[src/rtl/teq_pkg.sv]
// ----------------------------------------------------------------------------
// teq_pkg
// shared types and defaults for the time-ordered event queue
// ----------------------------------------------------------------------------
package teq_pkg;

   localparam int DEPTH_DEFAULT      = 16;
   localparam int ID_WIDTH_DEFAULT   = 16;
   localparam int TIME_WIDTH_DEFAULT = 48;
   localparam int CNT_WIDTH_DEFAULT  = $clog2(DEPTH_DEFAULT + 1);

   typedef enum logic [1:0] {
      KIND_INSERT      = 2'd0,
      KIND_REMOVE_ID   = 2'd1,
      KIND_REMOVE_HEAD = 2'd2,
      KIND_GET_NEXT    = 2'd3
   } kind_type;

   typedef enum logic [1:0] {
      STATUS_DONE  = 2'd0,
      STATUS_EMPTY = 2'd1,
      STATUS_FULL  = 2'd2
   } status_type;

   // broadcast from the controller to every cell
   typedef struct packed {
      kind_type kind;
      logic     prior;
      logic     exec;
      logic     full;
   } cmd_type;

   // flags handed from one cell to the next, head towards tail
   typedef struct packed {
      logic scan;     // an earlier cell has ended the scan
      logic hit;      // this cell is the get-next match
      logic any_hit;  // some cell so far is the get-next match
      logic ins;      // insert position at or before this cell
      logic sel;      // some cell so far drives the result data
   } link_type;

endpackage

[src/rtl/teq_if.sv]
// ----------------------------------------------------------------------------
// teq_if
// request and response channels of the time-ordered event queue
// ----------------------------------------------------------------------------
interface teq_req_if #(
   parameter int ID_WIDTH   = 16,
   parameter int TIME_WIDTH = 48
);
   logic                  valid;
   logic                  ready;
   logic [1:0]            kind;
   logic [ID_WIDTH-1:0]   proc_id;
   logic [TIME_WIDTH-1:0] event_time;
   logic                  prior;

   modport source (output valid, kind, proc_id, event_time, prior, input ready);
   modport sink   (input valid, kind, proc_id, event_time, prior, output ready);
endinterface

interface teq_rsp_if #(
   parameter int ID_WIDTH   = 16,
   parameter int TIME_WIDTH = 48,
   parameter int CNT_WIDTH  = teq_pkg::CNT_WIDTH_DEFAULT
);
   logic                  valid;
   logic                  ready;
   logic                  found;
   logic [ID_WIDTH-1:0]   out_id;
   logic [TIME_WIDTH-1:0] out_time;
   logic [1:0]            status;
   logic [CNT_WIDTH-1:0]  occupancy;

   modport source (output valid, found, out_id, out_time, status, occupancy,
                   input ready);
   modport sink   (input valid, found, out_id, out_time, status, occupancy,
                   output ready);
endinterface

[src/rtl/teq_cell.sv]
// ----------------------------------------------------------------------------
// teq_cell
// one slot of the sorted queue: compares locally, shifts with its neighbours
// ----------------------------------------------------------------------------
module teq_cell #(
   parameter int ID_WIDTH   = 16,
   parameter int TIME_WIDTH = 48
) (
   input  logic                     clock,
   input  teq_pkg::cmd_type         cmd,
   input  logic [ID_WIDTH-1:0]      key_id,
   input  logic [TIME_WIDTH-1:0]    key_time,
   input  logic                     occ,
   input  teq_pkg::link_type        link_in,
   output teq_pkg::link_type        link_out,
   input  logic [ID_WIDTH-1:0]      left_id,
   input  logic [TIME_WIDTH-1:0]    left_time,
   input  logic [ID_WIDTH-1:0]      right_id,
   input  logic [TIME_WIDTH-1:0]    right_time,
   input  logic [ID_WIDTH-1:0]      pass_in_id,
   input  logic [TIME_WIDTH-1:0]    pass_in_time,
   output logic [ID_WIDTH-1:0]      pass_out_id,
   output logic [TIME_WIDTH-1:0]    pass_out_time,
   output logic [ID_WIDTH-1:0]      slot_id,
   output logic [TIME_WIDTH-1:0]    slot_time
);
   import teq_pkg::*;

   logic [ID_WIDTH-1:0]   id_ff, id_in;
   logic [TIME_WIDTH-1:0] time_ff, time_in;
   logic                  match, later, ins_here, term, first, sel;

   always_comb begin
      match    = occ && (id_ff == key_id);
      later    = occ && (time_ff > key_time);
      ins_here = !occ || (cmd.prior ? (time_ff >= key_time) : later);

      case (cmd.kind)
         KIND_REMOVE_ID:   term = match;
         KIND_REMOVE_HEAD: term = occ;
         KIND_GET_NEXT:    term = match || later;
         default:          term = 1'b0;
      endcase
      first = term && !link_in.scan;

      case (cmd.kind) inside
         KIND_REMOVE_ID, KIND_REMOVE_HEAD: sel = first;
         KIND_GET_NEXT:                    sel = link_in.hit && occ;
         default:                          sel = 1'b0;
      endcase

      link_out.scan    = link_in.scan || term;
      link_out.hit     = first && match;
      link_out.any_hit = link_in.any_hit || (first && match);
      link_out.ins     = ins_here;
      link_out.sel     = link_in.sel || sel;

      pass_out_id   = pass_in_id   | (sel ? id_ff   : '0);
      pass_out_time = pass_in_time | (sel ? time_ff : '0);

      // shift towards the tail on insert, towards the head on removal
      id_in   = id_ff;
      time_in = time_ff;
      if (cmd.exec) begin
         case (cmd.kind) inside
            KIND_INSERT: begin
               if (!cmd.full) begin
                  if (link_in.ins) begin
                     id_in   = left_id;
                     time_in = left_time;
                  end else if (ins_here) begin
                     id_in   = key_id;
                     time_in = key_time;
                  end
               end
            end
            KIND_REMOVE_ID, KIND_REMOVE_HEAD: begin
               if (link_out.scan) begin
                  id_in   = right_id;
                  time_in = right_time;
               end
            end
            default: ;
         endcase
      end
   end

   always_ff @(posedge clock) begin
      id_ff   <= id_in;
      time_ff <= time_in;
   end

   assign slot_id   = id_ff;
   assign slot_time = time_ff;

endmodule

[src/rtl/time_ordered_event_queue.sv]
// ----------------------------------------------------------------------------
// time_ordered_event_queue
// sorted event list kept in a row of compare-and-shift cells
// ----------------------------------------------------------------------------
// usage
//   req_chan carries one request: insert, remove by id, remove head or
//   get-next-after-id, with proc_id, event_time and the prior flag
//   rsp_chan returns exactly one response per request: found, out_id,
//   out_time, status and the occupancy after the operation
//   both channels transfer on a rising edge with valid and ready high
// latency and throughput
//   a request is registered at acceptance and executed once the response
//   register is free or being emptied, when every cell compares and shifts
//   at once; the response register is loaded at that same edge, so one
//   request per cycle is sustained while rsp_chan.ready stays high
//   the execute cycle holds the flag chain that runs through all DEPTH cells
//   (first-match scan and result gather), which sets the clock for large DEPTH
// reset
//   synchronous, active high; the queue empties, no response is pending
//   slot contents are not cleared, only slots below the count are ever read
// stalls
//   while a response waits, one more request is accepted and held; it
//   executes as soon as the waiting response is taken
// ----------------------------------------------------------------------------
module time_ordered_event_queue #(
   parameter int DEPTH      = teq_pkg::DEPTH_DEFAULT,
   parameter int ID_WIDTH   = teq_pkg::ID_WIDTH_DEFAULT,
   parameter int TIME_WIDTH = teq_pkg::TIME_WIDTH_DEFAULT
) (
   input  logic      clock,
   input  logic      reset,
   teq_req_if.sink   req_chan,
   teq_rsp_if.source rsp_chan
);
   import teq_pkg::*;

   localparam int CNT_WIDTH = $clog2(DEPTH + 1);
   localparam logic [CNT_WIDTH-1:0] FULL_COUNT = CNT_WIDTH'(DEPTH);

   // request register
   logic                  pend_ff, pend_in;
   logic [1:0]            kind_ff;
   logic [ID_WIDTH-1:0]   key_id_ff;
   logic [TIME_WIDTH-1:0] key_time_ff;
   logic                  prior_ff;

   // queue fill and response register
   logic [CNT_WIDTH-1:0]  count_ff, count_in;
   logic                  rsp_valid_ff, rsp_valid_in;
   logic                  found_ff, found_in;
   logic [ID_WIDTH-1:0]   out_id_ff, out_id_in;
   logic [TIME_WIDTH-1:0] out_time_ff, out_time_in;
   status_type            status_ff, status_in;

   logic       exec, accept, full, empty;
   cmd_type    cmd;
   kind_type   kind;

   // cell chain
   link_type              link [DEPTH+1];
   logic [ID_WIDTH-1:0]   pass_id [DEPTH+1];
   logic [TIME_WIDTH-1:0] pass_time [DEPTH+1];
   logic [ID_WIDTH-1:0]   cell_id [DEPTH];
   logic [TIME_WIDTH-1:0] cell_time [DEPTH];

   // execute when the response register is free or being emptied
   assign exec   = pend_ff && (!rsp_valid_ff || rsp_chan.ready);
   assign accept = req_chan.valid && req_chan.ready;
   assign req_chan.ready = !pend_ff || exec;

   assign kind  = kind_type'(kind_ff);
   assign full  = (count_ff == FULL_COUNT);
   assign empty = (count_ff == '0);

   assign cmd.kind  = kind;
   assign cmd.prior = prior_ff;
   assign cmd.exec  = exec;
   assign cmd.full  = full;

   assign link[0]      = '0;
   assign pass_id[0]   = '0;
   assign pass_time[0] = '0;

   for (genvar i = 0; i < DEPTH; i++) begin : g_cell
      localparam logic [CNT_WIDTH-1:0] IDX = CNT_WIDTH'(i);
      logic [ID_WIDTH-1:0]   lid, rid;
      logic [TIME_WIDTH-1:0] ltime, rtime;

      // head takes the new entry from the key, tail keeps its own on removal
      if (i == 0) begin : g_head
         assign lid   = key_id_ff;
         assign ltime = key_time_ff;
      end else begin : g_body
         assign lid   = cell_id[i-1];
         assign ltime = cell_time[i-1];
      end
      if (i == DEPTH - 1) begin : g_tail
         assign rid   = cell_id[i];
         assign rtime = cell_time[i];
      end else begin : g_inner
         assign rid   = cell_id[i+1];
         assign rtime = cell_time[i+1];
      end

      teq_cell #(
         .ID_WIDTH   (ID_WIDTH),
         .TIME_WIDTH (TIME_WIDTH)
      ) u_cell (
         .clock         (clock),
         .cmd           (cmd),
         .key_id        (key_id_ff),
         .key_time      (key_time_ff),
         .occ           (IDX < count_ff),
         .link_in       (link[i]),
         .link_out      (link[i+1]),
         .left_id       (lid),
         .left_time     (ltime),
         .right_id      (rid),
         .right_time    (rtime),
         .pass_in_id    (pass_id[i]),
         .pass_in_time  (pass_time[i]),
         .pass_out_id   (pass_id[i+1]),
         .pass_out_time (pass_time[i+1]),
         .slot_id       (cell_id[i]),
         .slot_time     (cell_time[i])
      );
   end

   // response and fill count for the request in execution
   always_comb begin
      pend_in      = accept || (pend_ff && !exec);
      rsp_valid_in = exec || (rsp_valid_ff && !rsp_chan.ready);
      found_in     = found_ff;
      out_id_in    = out_id_ff;
      out_time_in  = out_time_ff;
      status_in    = status_ff;
      count_in     = count_ff;

      if (exec) begin
         found_in    = 1'b0;
         out_id_in   = '0;
         out_time_in = '0;
         status_in   = STATUS_DONE;
         unique case (kind) inside
            KIND_INSERT: begin
               if (full) begin
                  status_in = STATUS_FULL;
               end else begin
                  count_in = count_ff + 1'b1;
               end
            end
            KIND_REMOVE_ID, KIND_REMOVE_HEAD: begin
               if (empty) begin
                  status_in = STATUS_EMPTY;
               end else if (link[DEPTH].sel) begin
                  found_in    = 1'b1;
                  out_id_in   = pass_id[DEPTH];
                  out_time_in = pass_time[DEPTH];
                  count_in    = count_ff - 1'b1;
               end
            end
            KIND_GET_NEXT: begin
               if (empty) begin
                  status_in = STATUS_EMPTY;
               end else if (link[DEPTH].any_hit) begin
                  // successor of the match, absent when the match is the tail
                  found_in    = link[DEPTH].sel;
                  out_id_in   = pass_id[DEPTH];
                  out_time_in = pass_time[DEPTH];
               end else begin
                  // id not reached before a later time: fall back to the head
                  found_in    = 1'b1;
                  out_id_in   = cell_id[0];
                  out_time_in = cell_time[0];
               end
            end
         endcase
      end
   end

   always_ff @(posedge clock) begin
      if (reset) begin
         pend_ff      <= 1'b0;
         rsp_valid_ff <= 1'b0;
         count_ff     <= '0;
      end else begin
         pend_ff      <= pend_in;
         rsp_valid_ff <= rsp_valid_in;
         count_ff     <= count_in;
      end
   end

   always_ff @(posedge clock) begin
      if (accept) begin
         kind_ff     <= req_chan.kind;
         key_id_ff   <= req_chan.proc_id;
         key_time_ff <= req_chan.event_time;
         prior_ff    <= req_chan.prior;
      end
      found_ff    <= found_in;
      out_id_ff   <= out_id_in;
      out_time_ff <= out_time_in;
      status_ff   <= status_in;
   end

   assign rsp_chan.valid     = rsp_valid_ff;
   assign rsp_chan.found     = found_ff;
   assign rsp_chan.out_id    = out_id_ff;
   assign rsp_chan.out_time  = out_time_ff;
   assign rsp_chan.status    = status_ff;
   assign rsp_chan.occupancy = count_ff;

   // fill count never passes the number of cells
   a_count_bound: assert property (@(posedge clock) disable iff (reset)
      count_ff <= FULL_COUNT)
      else $error("queue count beyond depth");

   // an accepted insert into a non-full queue adds exactly one entry
   a_insert_grows: assert property (@(posedge clock) disable iff (reset)
      exec && (kind == KIND_INSERT) && !full |=> count_ff == $past(count_ff) + 1'b1)
      else $error("insert did not grow the queue");

   // a dropped insert only happens on a full queue
   a_full_status: assert property (@(posedge clock) disable iff (reset)
      rsp_valid_ff && (status_ff == STATUS_FULL) |-> count_ff == FULL_COUNT)
      else $error("full status on a queue with room");

   // an empty report never carries an entry
   a_empty_status: assert property (@(posedge clock) disable iff (reset)
      rsp_valid_ff && (status_ff == STATUS_EMPTY) |-> !found_ff && (count_ff == '0))
      else $error("empty status with an entry or a non-empty queue");

   // a waiting response holds until taken
   a_rsp_hold: assert property (@(posedge clock) disable iff (reset)
      rsp_valid_ff && !rsp_chan.ready |=> rsp_valid_ff && $stable(out_id_ff)
         && $stable(count_ff))
      else $error("response changed while stalled");

endmodule
[src/flat_wrapper.sv]
// flat-port wrapper written by rule: the top's interface ports become plain ports
module time_ordered_event_queue_flat import teq_pkg::*;
#(
   parameter int DEPTH      = teq_pkg::DEPTH_DEFAULT,
   parameter int ID_WIDTH   = teq_pkg::ID_WIDTH_DEFAULT,
   parameter int TIME_WIDTH = teq_pkg::TIME_WIDTH_DEFAULT
)
  (clock, reset, req_chan_valid, req_chan_kind, req_chan_proc_id, req_chan_event_time, req_chan_prior, req_chan_ready, rsp_chan_valid, rsp_chan_found, rsp_chan_out_id, rsp_chan_out_time, rsp_chan_status, rsp_chan_occupancy, rsp_chan_ready);
  teq_req_if #(.ID_WIDTH(ID_WIDTH), .TIME_WIDTH(TIME_WIDTH)) req_chan_i ();
  teq_rsp_if #(.ID_WIDTH(ID_WIDTH), .TIME_WIDTH(TIME_WIDTH)) rsp_chan_i ();
  input  logic clock;
  input  logic reset;
  input wire logic [$bits(req_chan_i.valid)-1:0] req_chan_valid;
  input wire logic [$bits(req_chan_i.kind)-1:0] req_chan_kind;
  input wire logic [$bits(req_chan_i.proc_id)-1:0] req_chan_proc_id;
  input wire logic [$bits(req_chan_i.event_time)-1:0] req_chan_event_time;
  input wire logic [$bits(req_chan_i.prior)-1:0] req_chan_prior;
  output wire logic [$bits(req_chan_i.ready)-1:0] req_chan_ready;
  output wire logic [$bits(rsp_chan_i.valid)-1:0] rsp_chan_valid;
  output wire logic [$bits(rsp_chan_i.found)-1:0] rsp_chan_found;
  output wire logic [$bits(rsp_chan_i.out_id)-1:0] rsp_chan_out_id;
  output wire logic [$bits(rsp_chan_i.out_time)-1:0] rsp_chan_out_time;
  output wire logic [$bits(rsp_chan_i.status)-1:0] rsp_chan_status;
  output wire logic [$bits(rsp_chan_i.occupancy)-1:0] rsp_chan_occupancy;
  input wire logic [$bits(rsp_chan_i.ready)-1:0] rsp_chan_ready;
  assign req_chan_i.valid = req_chan_valid;
  assign req_chan_i.kind = req_chan_kind;
  assign req_chan_i.proc_id = req_chan_proc_id;
  assign req_chan_i.event_time = req_chan_event_time;
  assign req_chan_i.prior = req_chan_prior;
  assign req_chan_ready = req_chan_i.ready;
  assign rsp_chan_valid = rsp_chan_i.valid;
  assign rsp_chan_found = rsp_chan_i.found;
  assign rsp_chan_out_id = rsp_chan_i.out_id;
  assign rsp_chan_out_time = rsp_chan_i.out_time;
  assign rsp_chan_status = rsp_chan_i.status;
  assign rsp_chan_occupancy = rsp_chan_i.occupancy;
  assign rsp_chan_i.ready = rsp_chan_ready;
  time_ordered_event_queue #(.DEPTH(DEPTH), .ID_WIDTH(ID_WIDTH), .TIME_WIDTH(TIME_WIDTH)) u_core (.clock(clock), .reset(reset), .req_chan(req_chan_i), .rsp_chan(rsp_chan_i));
endmodule
[config.mk]
export PLATFORM = sky130hd
export DESIGN_NAME = time_ordered_event_queue_flat
export DESIGN_NICKNAME = d
export VERILOG_FILES = /design/src/rtl/teq_pkg.sv /design/src/rtl/teq_if.sv /design/src/rtl/teq_cell.sv /design/src/rtl/time_ordered_event_queue.sv /design/src/flat_wrapper.sv
export SDC_FILE = /design/constraint.sdc
export NUM_CORES = 2
export LEC_CHECK = 0
export ABC_AREA = 0
export BUFFER_PORTS_ARGS = -buffer_cell sky130_fd_sc_hd__buf_2
export CAP_MARGIN = 20
export CORE_MARGIN = 2
export CORE_UTILIZATION = 50
export CTS_BUF_LIST = sky130_fd_sc_hd__clkbuf_2
export DETAILED_ROUTE_END_ITERATION = 10
export HOLD_SLACK_MARGIN = 0.05
export PLACE_DENSITY = 0.66
export SETUP_SLACK_MARGIN = 0.2
export SLEW_MARGIN = 10
export SYNTH_ARGS = -nofsm -noshare
export SYNTH_HDL_FRONTEND = slang
export SYNTH_SLANG_ARGS = --single-unit
export TNS_END_PERCENT = 1
[constraint.sdc]
create_clock -name clock -period 15.5 [get_ports clock]
set_input_delay 0.775 -clock clock [delete_from_list [all_inputs] [get_ports clock]]
set_output_delay 0.775 -clock clock [all_outputs]
set_load 0.01 [all_outputs]
Word level (Yosys, flattened, before mapping):

Cells that the tools add are included.

* register bits: 1165
* output and inout bits: 74
* logic and storage cells: 696
* bits in writable memories: 0
* input bits: 71
* bits in read-only memories: 0
* memories: 0
* bits in latches: 0

* bitwise logic cells: 31
* shifts and indexed selects: 0
* equal/unequal tests: 38
* reductions and logical operators: 235
* multipliers: 0
* add/subtract/negate cells: 2
* muxes and demuxes: 299
* div/mod/pow operators: 0
* $lt $le $gt $ge: 48

Operators with widths (number)
* $mux 48: 111
* $mux 16: 111
* $ge 48x48->1: 16
* $gt 48x48->1: 16
* $or 48x48->48: 15
* $eq 16x16->1: 16
* $or 16x16->16: 15
* $pmux 48 s2: 1
* $logic_and 1x1->1: 82
* $logic_or 1x1->1: 80
* $reduce_and 5->1: 16
* $mux 1: 52
* $pmux 1 s3: 16
* $ne 3x3->1 const B: 14
* $lt 4x5->1 const A: 8
* $logic_not 1->1: 35
* $reduce_bool 2->1: 17
* $pmux 16 s2: 1
* $lt 3x5->1 const A: 4
* $mux 5: 3
* $lt 1x5->1 const A: 2
* $lt 2x5->1 const A: 2
* $pmux 5 s2: 1
* $ne 2x2->1 const B: 3
* other kinds (15): 16

Depth between registers and ports, before layout:

* word-level depth: 28
* depth in mapped cells: 18
* depth with buffers taken out: 15

By module:

A second synthesis with hierarchy kept.

* cells, all modules: 11678
* area total of the unflattened synthesis: 104048.5 µm²

By module, submodules not included
* teq_cell at u_core.g_cell[0].u_cell ...: sequential area each 1921.8 µm², cells an instance 706, instances 14, area each 6199.7 µm²
* teq_cell at u_core.g_cell[14].u_cell: sequential area each 1921.8 µm², cells an instance 765, instances 1, area each 6182.2 µm²
* time_ordered_event_queue: sequential area each 4164.0 µm², cells an instance 450, instances 1, area each 5699.2 µm²
* teq_cell at u_core.g_cell[9].u_cell: sequential area each 1921.8 µm², cells an instance 579, instances 1, area each 5371.4 µm²

Least setup slack after synthesis:

OpenSTA, ideal clock, no wires.

* path kind: input -> register
* start: input port rsp_chan_ready
* end: register u_core.g_cell[2].u_cell.id_ff[0] (enable)
* arrival time: 10.074 ns
* buffers on the path: 1
* stages on the path: 5
* required time: 14.898 ns
* setup slack: 4.824 ns
* library setup time: 0.602 ns
* cells stage by stage: nor2b_1 nor2b_1 o211ai_1 clkbuf_1 a311oi_1

* longest elaborated chain between the ends: 3

Ends and longest elaborated chain
* start, declared: line flat_wrapper.sv:25 `input wire logic [$bits(rsp_chan_i.ready)-1:0] rsp_chan_ready;`
* $logic_or 1x1->1: line time_ordered_event_queue.sv:67 `assign exec = pend_ff && (!rsp_valid_ff || rsp_chan.ready);`
* $logic_and 1x1->1: line time_ordered_event_queue.sv:67
* via u_core.exec: line time_ordered_event_queue.sv:55 `logic exec, accept, full, empty;`
* $reduce_and 5->1 (no line)
* end signal, assigned: line teq_cell.sv:89 `id_ff <= id_in;`
* end, declared: line teq_cell.sv:29 `logic [ID_WIDTH-1:0] id_ff, id_in;`

The timed path passes the listed nets, and every way through them passes these cells.
A chain may end at the register's enable or synchronous reset.

Worst setup path in the final report:

* start: register u_core.key_time_ff[22] (netlist: u_core.g_cell[0].ltime[22])
* end: register u_core.out_time_ff[28] (netlist: u_core.rsp_chan.out_time[28]) (data pin)

* longest elaborated chain between the ends: 28
* elaborated cells on any way between the ends: 236
* classes of those cells: order compare (16); mux (68); bitwise (15); reduce/logical (137)

Ends and longest elaborated chain
* start, declared: line time_ordered_event_queue.sv:44 `logic [TIME_WIDTH-1:0] key_time_ff;`
* start signal, assigned: line time_ordered_event_queue.sv:197 `key_time_ff <= req_chan.event_time;`
* $gt 48x48->1: line teq_cell.sv:35 `later = occ && (time_ff > key_time);`
* $logic_and 1x1->1: line teq_cell.sv:35
* $logic_or 1x1->1: line teq_cell.sv:41 `KIND_GET_NEXT: term = match || later;`
* $pmux 1 s3: line teq_cell.sv:38 `case (cmd.kind)`
* $logic_not 1->1 or $logic_or 1x1->1 (tied branches): line teq_cell.sv:44, teq_cell.sv:52
* $logic_and 1x1->1, or another cell as far along: line teq_cell.sv:44 `first = term && !link_in.scan;`
* $logic_and 1x1->1, or another cell as far along: line teq_cell.sv:53, teq_cell.sv:54
* $logic_and 1x1->1, or another cell as far along: line teq_cell.sv:48 `KIND_GET_NEXT: sel = link_in.hit && occ;`
* $mux 1, or another cell as far along (2 in a row): line teq_cell.sv:46 `case (cmd.kind) inside`
* $mux 48, or another cell as far along: line teq_cell.sv:59 `pass_out_time = pass_in_time | (sel ? time_ff : '0);`
* $or 48x48->48, or another cell as far along (12 in a row): line teq_cell.sv:59
* $or 48x48->48 or $mux 48 (tied branches): line teq_cell.sv:59
* $or 48x48->48: line teq_cell.sv:59
* $mux 48 (on tied branches): line time_ordered_event_queue.sv:165, time_ordered_event_queue.sv:155
* $mux 48 (on tied branches): line time_ordered_event_queue.sv:163, time_ordered_event_queue.sv:153
* $pmux 48 s2 *: line time_ordered_event_queue.sv:144 `unique case (kind) inside`
* end signal, assigned: line time_ordered_event_queue.sv:202 `out_time_ff <= out_time_in;`
* end, declared: line time_ordered_event_queue.sv:52 `logic [TIME_WIDTH-1:0] out_time_ff, out_time_in;`

Every way passes the cells marked *; elsewhere a longest branch is shown, timed or not.

==> out/results.txt <==
Status: finished, violations left
Failing checks: DRC
P_leak: 33.8 nW
HPWL after DPL: 259,000 um
Clock root cell: clkbuf_2
Final hold vios: 0
Initial antenna violation count: 14
Vias per cell: 7.06
Placed cell count: 10,500
Primary FF master, synth: edfxtp_1
First-pass GRT wire length: 552,000 um
Setup CP Type: flop to flop
H-tree depth: 5
Total gr overflow: 0
Worst-skew pair later-pin latency: 2.04 ns
Num Clock Sinks: 1,165
Peak VDD IR: 0.119 mV
Startpoint types: flop
Number of global-route vias before repair: 73,100
DRC: 15
Period utilization: 56.1%
Initial Utilization: 50.3%
CTS tree: built
PD cells: 93.2 nW/um^2
Syn Nets: 9,414
CTS Buffer Depth: 4
CP Capture Type: flop
Fin area: 90,700 sq um
Synth-to-layout area growth: 9.56%
CTS Buf Count: 344
Slew Limit Fails: 0
Layout fillers: 14,700
Port Buffers: 144
Worst-margin pin slew: 1.44 ns
Hold_sp: req_chan_event_time[32]
Slew headroom: 3.33%
Largest net degree at the start of global routing: 225
Post-Route WL: 400,000 um
Clk_skew: 0.273 ns
Wirelength per Cell: 35.6 um
Setup TNS: 0 ns
Vias: 79,400
Post-synth cell types: 96
Max_cap viols: 0
Tightest Hold Check Type: input port to flop
Non-Filler Instances: 11,200
WP data arrival: 10.36 ns
Ys async rst share: 0%
Drt first pass iters: 11
GRT Resource Usage Total: 45.9%
Chip height: 411 um
Final #Nets: 9,661
DRT iter0 DRCs: 15,800
Io pins: 145
Worst hold stages: 3
Synth Instances: 8,567
Placer congestion estimate: 1.03
Post-DP Area: 85,800 sq um
Worst Hold Slack: 0.149 ns
Most frequent cells in the layout: 1,158 x edfxtp_1, 1,123 x nor2_1, 1,009 x a21oi_1
Share of layout cells above drive strength 1: 11.3%
Most common cell after layout, fill and taps aside: edfxtp_1
ANT nets after route: 0
Area of the mapped netlist: 82,800 sq um
Worst reg-to-reg path cell count: 17
Core Region: 165,000 sq um
DIE WIDTH: 411 um
Worst R2R Start: u_core.g_cell[0].ltime[22]
Maximum clock frequency: 115 MHz
Hold path endpoint: u_core.g_cell[0].ltime[32]
Register area share after synthesis: 42.2%
Clock-pin slew on the worst setup and hold paths: 0.09 ns
Worst-path maximum fanout: 40
Ys Warns: 0
Cell Rows: 149
Total die area: 169,000 sq um
Critical R2R Capture: u_core.rsp_chan.out_time[28]
Setup bufs post-CTS: 0
Minimum clock period: 8.69 ns
Final-report setup violation count: 0
Reg-to-reg slack, setup: 6.81 ns
Post-synth EDFFs: 1,158
Critical path required time: 17.17 ns
Register bit total from synthesis: 1,165
Syn Area/Cell: 9.66 sq um
RSZ-0062 raised after global routing: no
-- how the worst max path moves through the flow --
stage                                         endpoint                  startpoint  slack [ns]
detailed placement        u_core.rsp_chan.occupancy[1]  u_core.g_cell[0].ltime[30]        7.61
CTS                       u_core.rsp_chan.out_time[28]  u_core.g_cell[0].ltime[22]        7.44
finish                    u_core.rsp_chan.out_time[28]  u_core.g_cell[0].ltime[22]        6.81
floorplan           u_core.g_cell[2].u_cell.slot_id[0]              rsp_chan_ready        4.82
global route              u_core.rsp_chan.out_time[26]  u_core.g_cell[0].ltime[22]        7.01
global placement          u_core.rsp_chan.occupancy[1]  u_core.g_cell[0].ltime[41]        7.45
-- per-layer routing --
metal | track usage, % | up-vias | routed length, um
li1 | - | 33200 | -
met1 | 59.9 | 37600 | 145000
met2 | 65.2 | 6994 | 164000
met3 | 15.6 | 1588 | 60900
met5 | 0 | - | 121
met4 | 28.9 | 16 | 29300
-- cell type report --
| class | instances | area, sq um | share of cell area, % |
|---|---|---|---|
| antenna | 14 | 35.0 | 0.0386 |
| clock buffer | 485 | 2430 | 2.68 |
| tap | 2189 | 2740 | 3.02 |
| sequential | 1165 | 34900 | 38.5 |
| clock inverter | 84 | 355 | 0.392 |
| timing repair buffer | 522 | 4200 | 4.63 |
| inverter | 164 | 626 | 0.690 |
| multi-input combinational | 6617 | 45400 | 50.1 |
-- power breakdown --
group | total (mW) | internal, mW | switching, mW
clock | 2.34 | 0.847 | 1.50
combinational | 2.15 | 0.674 | 1.48
sequential | 3.95 | 3.70 | 0.256
-- cell families (layout without fill, tap and decap cells) --
group | after synthesis | after routing | share of synthesized area [%]
muxes | 628 | 628 | 7.72
AOI/OAI and AO/OA | 2193 | 2193 | 17.4
DFF | 1165 | 1165 | 42.2
buffers and inverters | 785 | 1255 | 3.67
adders and majority gates | 776 | 776 | 11.7
and+or+nand+nor | 2764 | 2764 | 14.6
other | 0 | 14 | 0
xor gates and xnor gates | 256 | 256 | 2.71
-- what timing repair did --
action                                 4_1_cts  5_1_grt
hold buffers                               189        0
gates resized for setup                      0        0
endpoints found under the hold margin      156        0
setup endpoints to repair                    0        0
-- stage by stage --
| stage | total power [mW] | setup slack (ns) | util, % |
|---|---|---|---|
| after CTS | 8.31 | 7.44 | 55.0 |
| after global routing | 8.67 | 7.01 | 55.1 |
| after global placement | 5.98 | 7.45 | 52.1 |
| after detailed placement | 6.01 | 7.61 | 52.1 |
| final | 8.45 | 6.81 | 55.1 |
| after floorplan | 5.14 | 4.82 | - |
-- flip-flops by register name, indices dropped and copies added (netlist names) --
register,count
u_core.prior_ff,1
u_core.rsp_chan.valid,1
u_core.rsp_chan.status,2
u_core.g_cell.lid,16
u_core.g_cell.u_cell.slot_time,768
u_core.kind,2
u_core.pend_ff,1
u_core.g_cell.ltime,48
u_core.rsp_chan.found,1
u_core.rsp_chan.out_time,48
u_core.rsp_chan.occupancy,5
u_core.rsp_chan.out_id,16
u_core.g_cell.u_cell.slot_id,256
-- synth_stat cells, drive strengths merged (24+ instances only) --
| cell type | count | area [sq um] |
|---|---|---|
| edfxtp | 1158 | 34800 |
| nor2 | 1130 | 4240 |
| a21oi | 1014 | 5070 |
| nand2 | 939 | 3520 |
| ha | 776 | 9710 |
| mux2i | 544 | 5450 |
| clkbuf | 490 | 1840 |
| a31oi | 278 | 1750 |
| a222oi | 256 | 2560 |
| nand4 | 185 | 1160 |
| nand3 | 172 | 866 |
| o21ai | 168 | 841 |
| inv | 163 | 612 |
| xnor2 | 141 | 1230 |
| buf | 131 | 583 |
| xor2 | 115 | 1010 |
| a21o | 86 | 646 |
| mux2 | 84 | 946 |
| a22o | 67 | 587 |
| nor4 | 65 | 425 |
| o2111a | 58 | 653 |
| nor3 | 54 | 282 |
| nand3b | 49 | 368 |
| and3 | 43 | 269 |
| a211oi | 38 | 285 |
| a221oi | 35 | 307 |
| and4 | 27 | 236 |
| o211ai | 24 | 180 |
-- worst max-delay path, stage by stage (launching register included) --
cell	delay (ns)
edfxtp_1	0.67
inv_1	0.53
ha_1	0.48
nand4_1	0.30
nor4_2	1.18
o311ai_1	0.54
buf_4	0.33
and4b_1	0.36
o2111ai_1	0.26
a22oi_1	0.19
nand4_1	0.29
nor4_2	0.08
nor2_1	0.33
o2111ai_1	0.30
nor4bb_1	0.46
and3_4	0.70
buf_4	1.00
a22o_1	0.28
No activity file was read; power rests on OpenSTA's default activity.
